**src/rtl/crc32_word_msb_first_top_macros.svh**
```systemverilog
// Assertion macros for the CRC-32 word folder.
// Depends on nothing; included by the top level.
`ifndef CRC32_WORD_MSB_FIRST_TOP_MACROS_SVH
`define CRC32_WORD_MSB_FIRST_TOP_MACROS_SVH

// Same-cycle implication, disabled during reset.
`define CRCW_ASSERT_NOW(label, clk, rst, ante, cons) \
  label: assert property (@(posedge clk) disable iff (rst) (ante) |-> (cons)) \
    else $error("crcw assertion failed");

// Next-cycle implication, disabled during reset.
`define CRCW_ASSERT_NEXT(label, clk, rst, ante, cons) \
  label: assert property (@(posedge clk) disable iff (rst) (ante) |=> (cons)) \
    else $error("crcw assertion failed");

`endif

```
**src/rtl/crcw_pkg.sv**
```systemverilog
// Package for the CRC-32 word folder: widths, beat types, byte masking
// and the unrolled MSB-first fold. Depends on nothing.
`timescale 1ns / 1ps

package crcw_pkg;

  localparam int unsigned CRC_W   = 32;
  localparam int unsigned COUNT_W = 3;

  localparam logic [CRC_W-1:0] CRC_POLY     = 32'h04C1_1DB7;
  localparam logic [CRC_W-1:0] SEED_RESET   = 32'h0000_0000;
  localparam logic [CRC_W-1:0] REM_RESET    = 32'hFFFF_FFFF;

  localparam logic [COUNT_W-1:0] COUNT_NONE  = 3'd0;
  localparam logic [COUNT_W-1:0] COUNT_ONE   = 3'd1;
  localparam logic [COUNT_W-1:0] COUNT_TWO   = 3'd2;
  localparam logic [COUNT_W-1:0] COUNT_THREE = 3'd3;

  typedef struct packed {
    logic [CRC_W-1:0] word;
    logic             fold_en;
    logic             start;
  } beat_t;

  // Keep the valid low bytes, zero the rest; a count of zero or above three keeps the whole word.
  function automatic logic [CRC_W-1:0] keep_mask(input logic [COUNT_W-1:0] count);
    logic [CRC_W-1:0] m;
    case (count)
      COUNT_ONE:   m = 32'h0000_00FF;
      COUNT_TWO:   m = 32'h0000_FFFF;
      COUNT_THREE: m = 32'h00FF_FFFF;
      default:     m = 32'hFFFF_FFFF;
    endcase
    return m;
  endfunction

  // Fold of each single set bit; evaluated at elaboration only.
  function automatic logic [CRC_W-1:0][CRC_W-1:0] fold_columns();
    logic [CRC_W-1:0][CRC_W-1:0] cols;
    logic [CRC_W-1:0]            r;
    for (int i = 0; i < CRC_W; i++) begin
      r = CRC_W'(1) << i;
      for (int k = 0; k < CRC_W; k++) begin
        if (r[CRC_W-1]) begin
          r = (r << 1) ^ CRC_POLY;
        end else begin
          r = r << 1;
        end
      end
      cols[i] = r;
    end
    return cols;
  endfunction

  localparam logic [CRC_W-1:0][CRC_W-1:0] FOLD_COLS = fold_columns();

  // One 32-bit fold as a flat XOR network over the columns.
  function automatic logic [CRC_W-1:0] fold_word(input logic [CRC_W-1:0] x);
    logic [CRC_W-1:0] acc;
    acc = '0;
    for (int i = 0; i < CRC_W; i++) begin
      acc = acc ^ (FOLD_COLS[i] & {CRC_W{x[i]}});
    end
    return acc;
  endfunction

endpackage

```
**src/rtl/crc32_word_msb_first_top.sv**
```systemverilog
// Top level of the CRC-32 word folder (poly 04C11DB7, MSB first).
// Depends on crcw_pkg, crcw_in_stage, crcw_fold_stage and the macro header.
//
//   channel | handshake            | payload
//   --------+----------------------+----------------------------------------
//   in      | in_valid / in_stall  | data_word, byte_count, start_flag, last_flag
//   out     | out_valid / out_stall| crc_value
//   cfg     | cfg_valid / cfg_ready| cfg_data (seed)
//
// One word per cycle while the output is not stalled. The XOR network sits between the input register and the
// result register. out_valid rises once the input register hands its beat on to the result register,
// which a stalled output can hold back.
// Reset (rst, synchronous) empties both stages, loads the remainder with all
// ones and clears the seed. A stalled output holds its beat; the input stage
// keeps taking beats until both stages are full.
`timescale 1ns / 1ps
`include "crc32_word_msb_first_top_macros.svh"

module crc32_word_msb_first_top (
  input  logic                          clk,
  input  logic                          rst,
  input  logic                          in_valid,
  output logic                          in_stall,
  input  logic [crcw_pkg::CRC_W-1:0]    data_word,
  input  logic [crcw_pkg::COUNT_W-1:0]  byte_count,
  input  logic                          start_flag,
  input  logic                          last_flag,
  output logic                          out_valid,
  input  logic                          out_stall,
  output logic [crcw_pkg::CRC_W-1:0]    crc_value,
  input  logic                          cfg_valid,
  output logic                          cfg_ready,
  input  logic [crcw_pkg::CRC_W-1:0]    cfg_data
);

  logic [crcw_pkg::CRC_W-1:0] seed_value;
  logic            s1_valid;
  logic            s1_advance;
  logic            in_load;
  logic            out_drain;
  logic            last_seen;
  crcw_pkg::beat_t s1_beat;

  assign cfg_ready  = 1'b1;
  assign out_drain  = out_valid && !out_stall;
  assign s1_advance = s1_valid && (!out_valid || !out_stall);
  assign in_stall   = s1_valid && !s1_advance;
  assign in_load    = in_valid && !in_stall;

  always_ff @(posedge clk) begin
    if (rst) begin
      seed_value <= crcw_pkg::SEED_RESET;
    end else if (cfg_valid && cfg_ready) begin
      seed_value <= cfg_data;
    end
  end

  // Track the end-of-message mark of the last beat taken.
  always_ff @(posedge clk) begin
    if (rst) begin
      last_seen <= 1'b0;
    end else if (in_load) begin
      last_seen <= last_flag;
    end
  end

  crcw_in_stage u_in (
    .clk        (clk),
    .rst        (rst),
    .load       (in_load),
    .advance    (s1_advance),
    .data_word  (data_word),
    .byte_count (byte_count),
    .start_flag (start_flag),
    .valid      (s1_valid),
    .beat       (s1_beat)
  );

  crcw_fold_stage u_fold (
    .clk       (clk),
    .rst       (rst),
    .advance   (s1_advance),
    .drain     (out_drain),
    .beat      (s1_beat),
    .seed      (seed_value),
    .valid     (out_valid),
    .crc_value (crc_value)
  );

  `CRCW_ASSERT_NOW(a_stall_needs_full, clk, rst, in_stall, s1_valid && out_valid && out_stall)
  `CRCW_ASSERT_NEXT(a_load_fills_input, clk, rst, in_load, s1_valid)
  `CRCW_ASSERT_NEXT(a_drain_empties, clk, rst, out_drain && !s1_valid, !out_valid)
  `CRCW_ASSERT_NEXT(a_advance_gives_result, clk, rst, s1_advance, out_valid)
  `CRCW_ASSERT_NEXT(a_last_tracks, clk, rst, in_load, last_seen == $past(last_flag))

endmodule

```
**src/rtl/crcw_in_stage.sv**
```systemverilog
// Input register of the CRC-32 word folder: masks the word to its valid
// bytes and holds the beat. Depends on crcw_pkg.
`timescale 1ns / 1ps

module crcw_in_stage (
  input  logic                           clk,
  input  logic                           rst,
  input  logic                           load,
  input  logic                           advance,
  input  logic [crcw_pkg::CRC_W-1:0]     data_word,
  input  logic [crcw_pkg::COUNT_W-1:0]   byte_count,
  input  logic                           start_flag,
  output logic                           valid,
  output crcw_pkg::beat_t                beat
);

  crcw_pkg::beat_t beat_next;

  always_comb begin
    beat_next.word    = data_word & crcw_pkg::keep_mask(byte_count);
    beat_next.fold_en = (byte_count != crcw_pkg::COUNT_NONE);
    beat_next.start   = start_flag;
  end

  always_ff @(posedge clk) begin
    if (rst) begin
      valid <= 1'b0;
    end else if (load) begin
      valid <= 1'b1;
    end else if (advance) begin
      valid <= 1'b0;
    end
  end

  always_ff @(posedge clk) begin
    if (load) begin
      beat <= beat_next;
    end
  end

endmodule

```
**src/rtl/crcw_fold_stage.sv**
```systemverilog
// Fold stage of the CRC-32 word folder: running remainder, XOR network
// and result register. Depends on crcw_pkg.
`timescale 1ns / 1ps

module crcw_fold_stage (
  input  logic                        clk,
  input  logic                        rst,
  input  logic                        advance,
  input  logic                        drain,
  input  crcw_pkg::beat_t             beat,
  input  logic [crcw_pkg::CRC_W-1:0]  seed,
  output logic                        valid,
  output logic [crcw_pkg::CRC_W-1:0]  crc_value
);

  logic [crcw_pkg::CRC_W-1:0] remainder;
  logic [crcw_pkg::CRC_W-1:0] remainder_next;
  logic [crcw_pkg::CRC_W-1:0] rem_base;

  always_comb begin
    rem_base = beat.start ? ~seed : remainder;
    if (beat.fold_en) begin
      remainder_next = crcw_pkg::fold_word(rem_base ^ beat.word);
    end else begin
      remainder_next = rem_base;
    end
  end

  always_ff @(posedge clk) begin
    if (rst) begin
      remainder <= crcw_pkg::REM_RESET;
      valid     <= 1'b0;
    end else if (advance) begin
      remainder <= remainder_next;
      valid     <= 1'b1;
    end else if (drain) begin
      valid     <= 1'b0;
    end
  end

  always_ff @(posedge clk) begin
    if (advance) begin
      crc_value <= ~remainder_next;
    end
  end

endmodule

```
**config.mk**
```make
export PLATFORM = sky130hd
export DESIGN_NAME = crc32_word_msb_first_top
export DESIGN_NICKNAME = d
export VERILOG_FILES = /design/src/rtl/crcw_pkg.sv /design/src/rtl/crc32_word_msb_first_top.sv /design/src/rtl/crcw_in_stage.sv /design/src/rtl/crcw_fold_stage.sv
export VERILOG_INCLUDE_DIRS = /design/src /design/src/rtl
export SDC_FILE = /design/constraint.sdc
export NUM_CORES = 1
export LEC_CHECK = 0
export ABC_AREA = 1
export BUFFER_PORTS_ARGS = -buffer_cell sky130_fd_sc_hd__buf_4
export CORE_UTILIZATION = 45
export DETAILED_ROUTE_END_ITERATION = 7
export GPL_TIMING_DRIVEN = 0
export PLACE_DENSITY = 0.7
export SLEW_MARGIN = 20
export SYNTH_ARGS = -nofsm -noshare
export SYNTH_HDL_FRONTEND = slang
export SYNTH_SLANG_ARGS = --single-unit
```
**constraint.sdc**
```tcl
create_clock -name clk -period 2.9 [get_ports clk]
set_clock_uncertainty 0.1 [all_clocks]
set_input_delay 0.435 -clock clk [delete_from_list [all_inputs] [get_ports clk]]
set_output_delay 0.435 -clock clk [all_outputs]
set_load 0.005 [all_outputs]
```
==> results of run 1 <==
## through the flow
step	setup slack, ps	instances	hold WS, ps	power (W)
2_1_floorplan	704	1831	335	0.00500
3_5_place_dp	-272	2256	353	0.00628
4_1_cts	-59.7	2288	49.6	0.00857
3_3_place_gp	-247	2255	343	0.00621
5_1_grt	-23.9	2304	63.0	0.00936
6_report	26.5	2305	51.8	0.00888
## worst max path at each step
stage / from / endpoint / slack (ps) / depth (start not counted)
2_1_floorplan: u_in.beat[0] / u_fold.crc_value[31] / 700 / 15
3_3_place_gp: u_in.beat[0] / u_fold.remainder[17] / -250 / 16
3_5_place_dp: u_in.beat[0] / u_fold.remainder[17] / -270 / 16
4_1_cts: u_in.beat[0] / u_fold.crc_value[16] / -60 / 13
5_1_grt: u_in.beat[0] / u_fold.crc_value[13] / -20 / 17
6_report: u_in.beat[0] / u_fold.crc_value[26] / 30 / 14
## state kept, by name (all words and copies together) (netlist names)
name and cells:
u_in.valid 1, u_fold.crc_value 32, u_fold.valid 1, u_in.beat 34, seed_value 32, u_fold.remainder 32
## cell usage in the layout (no fill, tap or decap), types with 4 or more instances in the layout
cell | synthesis | layout
nand3b_1 | 9 | 9
buf_4 | 6 | 122
xor2_1 | 46 | 35
buf_6 | 6 | 9
nand2_2 | 36 | 46
buf_8 | 1 | 8
edfxtp_1 | 66 | 66
o21ai_1 | 3 | 5
dfxtp_1 | 66 | 66
nand4_1 | 6 | 6
xor2_2 | 3 | 12
clkbuf_16 | 0 | 17
a21oi_1 | 58 | 58
xnor2_2 | 1 | 7
nand3_1 | 258 | 254
a211oi_1 | 9 | 9
nand2_4 | 2 | 36
inv_1 | 185 | 183
inv_6 | 0 | 8
nand2_1 | 950 | 907
nor2_1 | 30 | 30
xnor2_1 | 43 | 37
clkbuf_1 | 23 | 23
nand3_2 | 0 | 4
## Yosys cell counts, types with 9 or more instances
library cell,n,area (um^2)
nand2_1,950,3570
nand3_1,258,1290
inv_1,185,694
dfxtp_1,66,1320
edfxtp_1,66,1980
a21oi_1,58,290
xor2_1,46,403
xnor2_1,43,377
nand2_2,36,225
nor2_1,30,113
clkbuf_1,23,86.3
a211oi_1,9,67.6
nand3b_1,9,67.6
## kinds of logic (layout without fill, tap and decap cells)
kind of cell | after synthesis | after routing | share of synthesized area
AND/OR/NAND/NOR | 1293 | 1294 | 0.488
flip-flops | 132 | 132 | 0.302
AO/OA/AOI/OAI | 78 | 78 | 0.0387
XOR/XNOR | 95 | 95 | 0.0824
other | 1 | 2 | 0.000343
buffers and inverters | 232 | 385 | 0.0878
## routing by layer
metal / GRT usage / routed length, um / vias to the layer above
met1: 0.501 / 19500 / 5773
li1: - / - / 6013
met2: 0.573 / 20400 / 614
met5: 0 / 0 / -
met4: 0.199 / 2180 / 0
met3: 0.0780 / 4660 / 118
## where the power goes
part / internal [W] / switching [W]
clock network: 0.00116 / 0.00112
registers: 0.00222 / 0.0000912
logic: 0.00141 / 0.00288
## what timing repair did
item | in CTS | in global routing
setup endpoints to repair | 51 | 61
buffers inserted | 0 | 15
cloned | 0 | 1
gates resized for setup | 22 | 108
pin swaps | 0 | 10
## area by class of cell
class | instances | area [um^2]
buffer | 45 | 352
timing repair buffer | 121 | 921
sequential | 132 | 3300
fill | 2377 | 10200
clock buffer | 17 | 425
tap | 319 | 399
inverter | 187 | 704
clock inverter | 15 | 158
antenna | 1 | 2.50
multi-input combinational | 1468 | 7120
==> impl_metrics.toml, run 1 <==
[outcome]
status = "finished, final reports clean"

[critical_path]
slowest_delay_ps = 430
cp_common_cell = "nand2_1"
path_cells = "buf_12, buf_8, nand2_2, o21ai_2, xor2_4, nand2_1, nand2_1, inv_1, nand2_1, nand3_1, nand2_1, nand3_1, nand3_1, nand2_1"
rr_worst_depth = 14
r2r-end = "u_fold.crc_value[26]"
cp_max_fo = 10
start_kind = "register"
cp.required_ps = 3000
crit_type = "register to register"
rrSetupSlack_ps = 30
crit_family = "simple AND/OR/NAND/NOR gates"
slowest_stage = "edfxtp_1"
critPathArrivalTime_ps = 2970
path_buf_inv = 3
end_kind = "register"
crit-reg2reg-launch = "u_in.beat[0]"

[drt]
wl_per_cell_um = 20.3
final_antenna_net_count = 0
drt_wl_total_mm = 46.8
via_per_inst = 5.43
drt_iter0_drc = 1132
dr.pass1.iters = 6
drc = 0
vias = 12518

[grt]
grt_max_degree = 42
grt-ovfl-total = 0
grt_pass1_wl_mm = 66.7
grt_usage = 0.377
antenna_found_initial = 0
grt_pass1_vias = 11111

[cells_and_area]
drive_gt1_frac = 0.146
nets = 2046
syn_to_final_growth_pct = 22.5
post-route-util = 0.567
final_area_um2 = 13400

[cts]
cts_hold_buf = 0
clock_latency_ps = 450
htreeDepth = 4
numClockSinks = 132
cts_buffers = 17
root_buffer = "clkbuf_16"
clk_pin_slew_worst_paths_ps = 80
cts_tree = "yes"
clk_path_buf_depth = 2

[floorplan]
rows = 56
start_util = 0.463
core-area_um2 = 23600
die_w_um = 158
io_pins = 109
die_y_um = 158
die_area_um2 = 24900

[timing]
max_slew.worst_pin.slew_ps = 1050
rsz0062_at_grt = "true"
maxClockFrequency_mhz = 348
report.final.slew_viol_count = 0
post-route-period-util = 0.991
fin_crit_ps = 2870
finalSetupViolCount = 0
hold_viol = 0
setup_tns_ps = 0
relSlewSlack = 0.298

[min_path]
hold_path_depth = 1
min_from = "start_flag"
hold_end = "u_in.beat[0]"
hp-class = "primary input to register"

[pwr]
powerDensity_nw_per_um2 = 664
ir_worst_vdd_uv = 303
p_leak_nw = 7.25

[synthesis]
ys.flop_type = "edfxtp_1"
synth_edf_count = 66
ys_seq_elements = 132
synth_area_um2 = 10900
netlist-cell-type-count = 32
avgSynthCellArea_um2 = 5.97
postSynth.asyncResetShare = 0
synthCells = 1831
synth_nets = 1905
synth_seq_area_share = 0.302
ys_warn_count = 0

[place]
io_buffers = 105
postPlaceCellArea_um2 = 12100
hpwl_mm = 35.1
gp_congestion = 1.07

[job]
maxCapViolations = 0
(Power assumes the default switching activity.)
==> inputs of run 2 (changes only) <==
--- a/config.mk
+++ b/config.mk
@@ -11,6 +11,7 @@
 export CORE_UTILIZATION = 45
 export DETAILED_ROUTE_END_ITERATION = 7
 export GPL_TIMING_DRIVEN = 0
+export HOLD_SLACK_MARGIN = 0.1
 export PLACE_DENSITY = 0.7
 export SLEW_MARGIN = 20
 export SYNTH_ARGS = -nofsm -noshare
==> run 2 against run 1 <==
  * The flow now finishes with violations (setup timing)
  * Sequential cell count did not move
  * Clock power barely moved
  * Routed wire length rose by 0.43%
==> impl_metrics.toml, run 2 (same netlist as run 1, synthesis figures left out) <==
[outcome]
status = "finished with violations"
violations = "setup timing"

[grt]
grt_max_degree = 42
grt-ovfl-total = 0
met3_usage = 0.0780
grt_most_used_layer = "met2"
grt_usage = 0.378
grt_use_met2 = 0.574
antenna_found_initial = 0
gr-usage-met1 = 0.501
grt_pass1_wl_mm = 66.7
grt_pass1_vias = 11124

[pwr]
switching_power_w = 0.00410
pwr-share-comb = 0.485
power.share.switching = 0.461
powerDensity_nw_per_um2 = 660
p_int_w = 0.00479
p_leak_nw = 7.28
total_power_w = 0.00889
ir_worst_vdd_uv = 302
clockPowerShare = 0.255
seqPwrFrac = 0.260

[critical_path]
cp.required_ps = 3000
critPathArrivalTime_ps = 3010
crit_type = "register to register"
end_kind = "register"
start_kind = "register"
cp_max_fo = 10

[cts]
clk_pin_slew_worst_paths_ps = 80
cts_tree = "yes"
cts_buffers = 17
numClockSinks = 132
root_buffer = "clkbuf_16"
clock_latency_ps = 450
clk_path_buf_depth = 2
htreeDepth = 4

[drt]
drt_wl_total_mm = 47.0
final_antenna_net_count = 0
dr.pass1.iters = 6
drt_iter0_drc = 1272
via_per_inst = 5.46
wl_per_cell_um = 20.3
drc = 0
vias = 12639

[floorplan]
die_y_um = 158
rows = 56
io_pins = 109
core-area_um2 = 23600
die_area_um2 = 24900
die_w_um = 158
start_util = 0.463

[job]
maxCapViolations = 0

[timing]
setup_tns_ps = -15.8
max_slew.worst_pin.slew_ps = 1010
setup_slack_ps = -15.8
report.final.slew_viol_count = 0
hold_viol = 0
rsz0062_at_grt = "true"
relSlewSlack = 0.325
post-route-period-util = 1.01
finalSetupViolCount = 1
maxClockFrequency_mhz = 343
fin_crit_ps = 2920
finalHoldWorstSlack_ps = 140

[cells_and_area]
final_common_cell = "nand2_1"
top_register = "u_in.beat"
fillerInstances = 2366
final_cells = 2314
syn_to_final_growth_pct = 23.3
largest_reg_flops = 34
nets = 2055
drive_gt1_frac = 0.145
final_cell_mix = "nand2_1 (907), nand3_1 (254), inv_1 (183)"

[place]
hpwl_mm = 35.1
io_buffers = 105
gp_congestion = 1.07
placedCellCount = 2256
dp_slack_ps = -272

[min_path]
hp-class = "primary input to register"
## run 2: metal layers
metal,vias up,share of wire
li1,6035,-
met1,5815,0.41
met2,665,0.44
met3,124,0.10
met4,0,0.047
met5,-,0
## run 2: worst paths after layout
check / from / to / slack [ps] / cells past startpoint
min reg2reg: seed_value[7] / seed_value[7] / 370 / 2
max reg2reg: u_in.beat[0] / u_fold.crc_value[26] / -20 / 14
max: u_in.beat[0] / u_fold.crc_value[26] / -20 / 14
min: data_word[16] / u_in.beat[18] / 140 / 3
## run 2: worst max-delay path, cell delays in order, from the launching register on
cell	delay (ps)
edfxtp_1	440
buf_12	190
buf_8	170
nand2_2	80
o21ai_2	130
xor2_4	410
nand2_1	110
nand2_1	210
inv_1	130
nand2_1	100
nand3_1	70
nand2_1	190
nand3_1	100
nand3_1	140
nand2_1	90
## run 2: repair_timing
action	4_1_cts	5_1_grt
setup buffers	0	15
cloned	0	1
hold buffers	9	0
hold endpoints to repair	9	0
pin swaps	0	10
resized for setup	22	108
setup endpoints to repair	51	61
## run 2: final cells by class
type	instances	area (um^2)	share of cell area
clock buffers	17	425	0.0316
clock inverters	15	158	0.0117
diodes	1	2.50	0.000186
multi-input cells	1468	7120	0.528
inverters	187	704	0.0523
flip-flops and latches	132	3300	0.245
repair buffers	130	1010	0.0751
well taps	319	399	0.0296
plain buffers	45	352	0.0261
## run 2: metrics by stage
step | cell area [um^2] | utilization
4_1_cts | 12900 | 0.546
3_3_place_gp | 12100 | 0.513
2_1_floorplan | 10900 | -
3_5_place_dp | 12100 | 0.514
6_report | 13500 | 0.570
5_1_grt | 13500 | 0.570
## run 2: power by group through the flow
stage	logic, W	registers [W]	clock network (W)
2_1_floorplan	0.00266	0.00234	0
3_3_place_gp	0.00387	0.00234	0
6_report	0.00431	0.00231	0.00227
5_1_grt	0.00470	0.00233	0.00234
4_1_cts	0.00400	0.00231	0.00227
3_5_place_dp	0.00393	0.00235	0
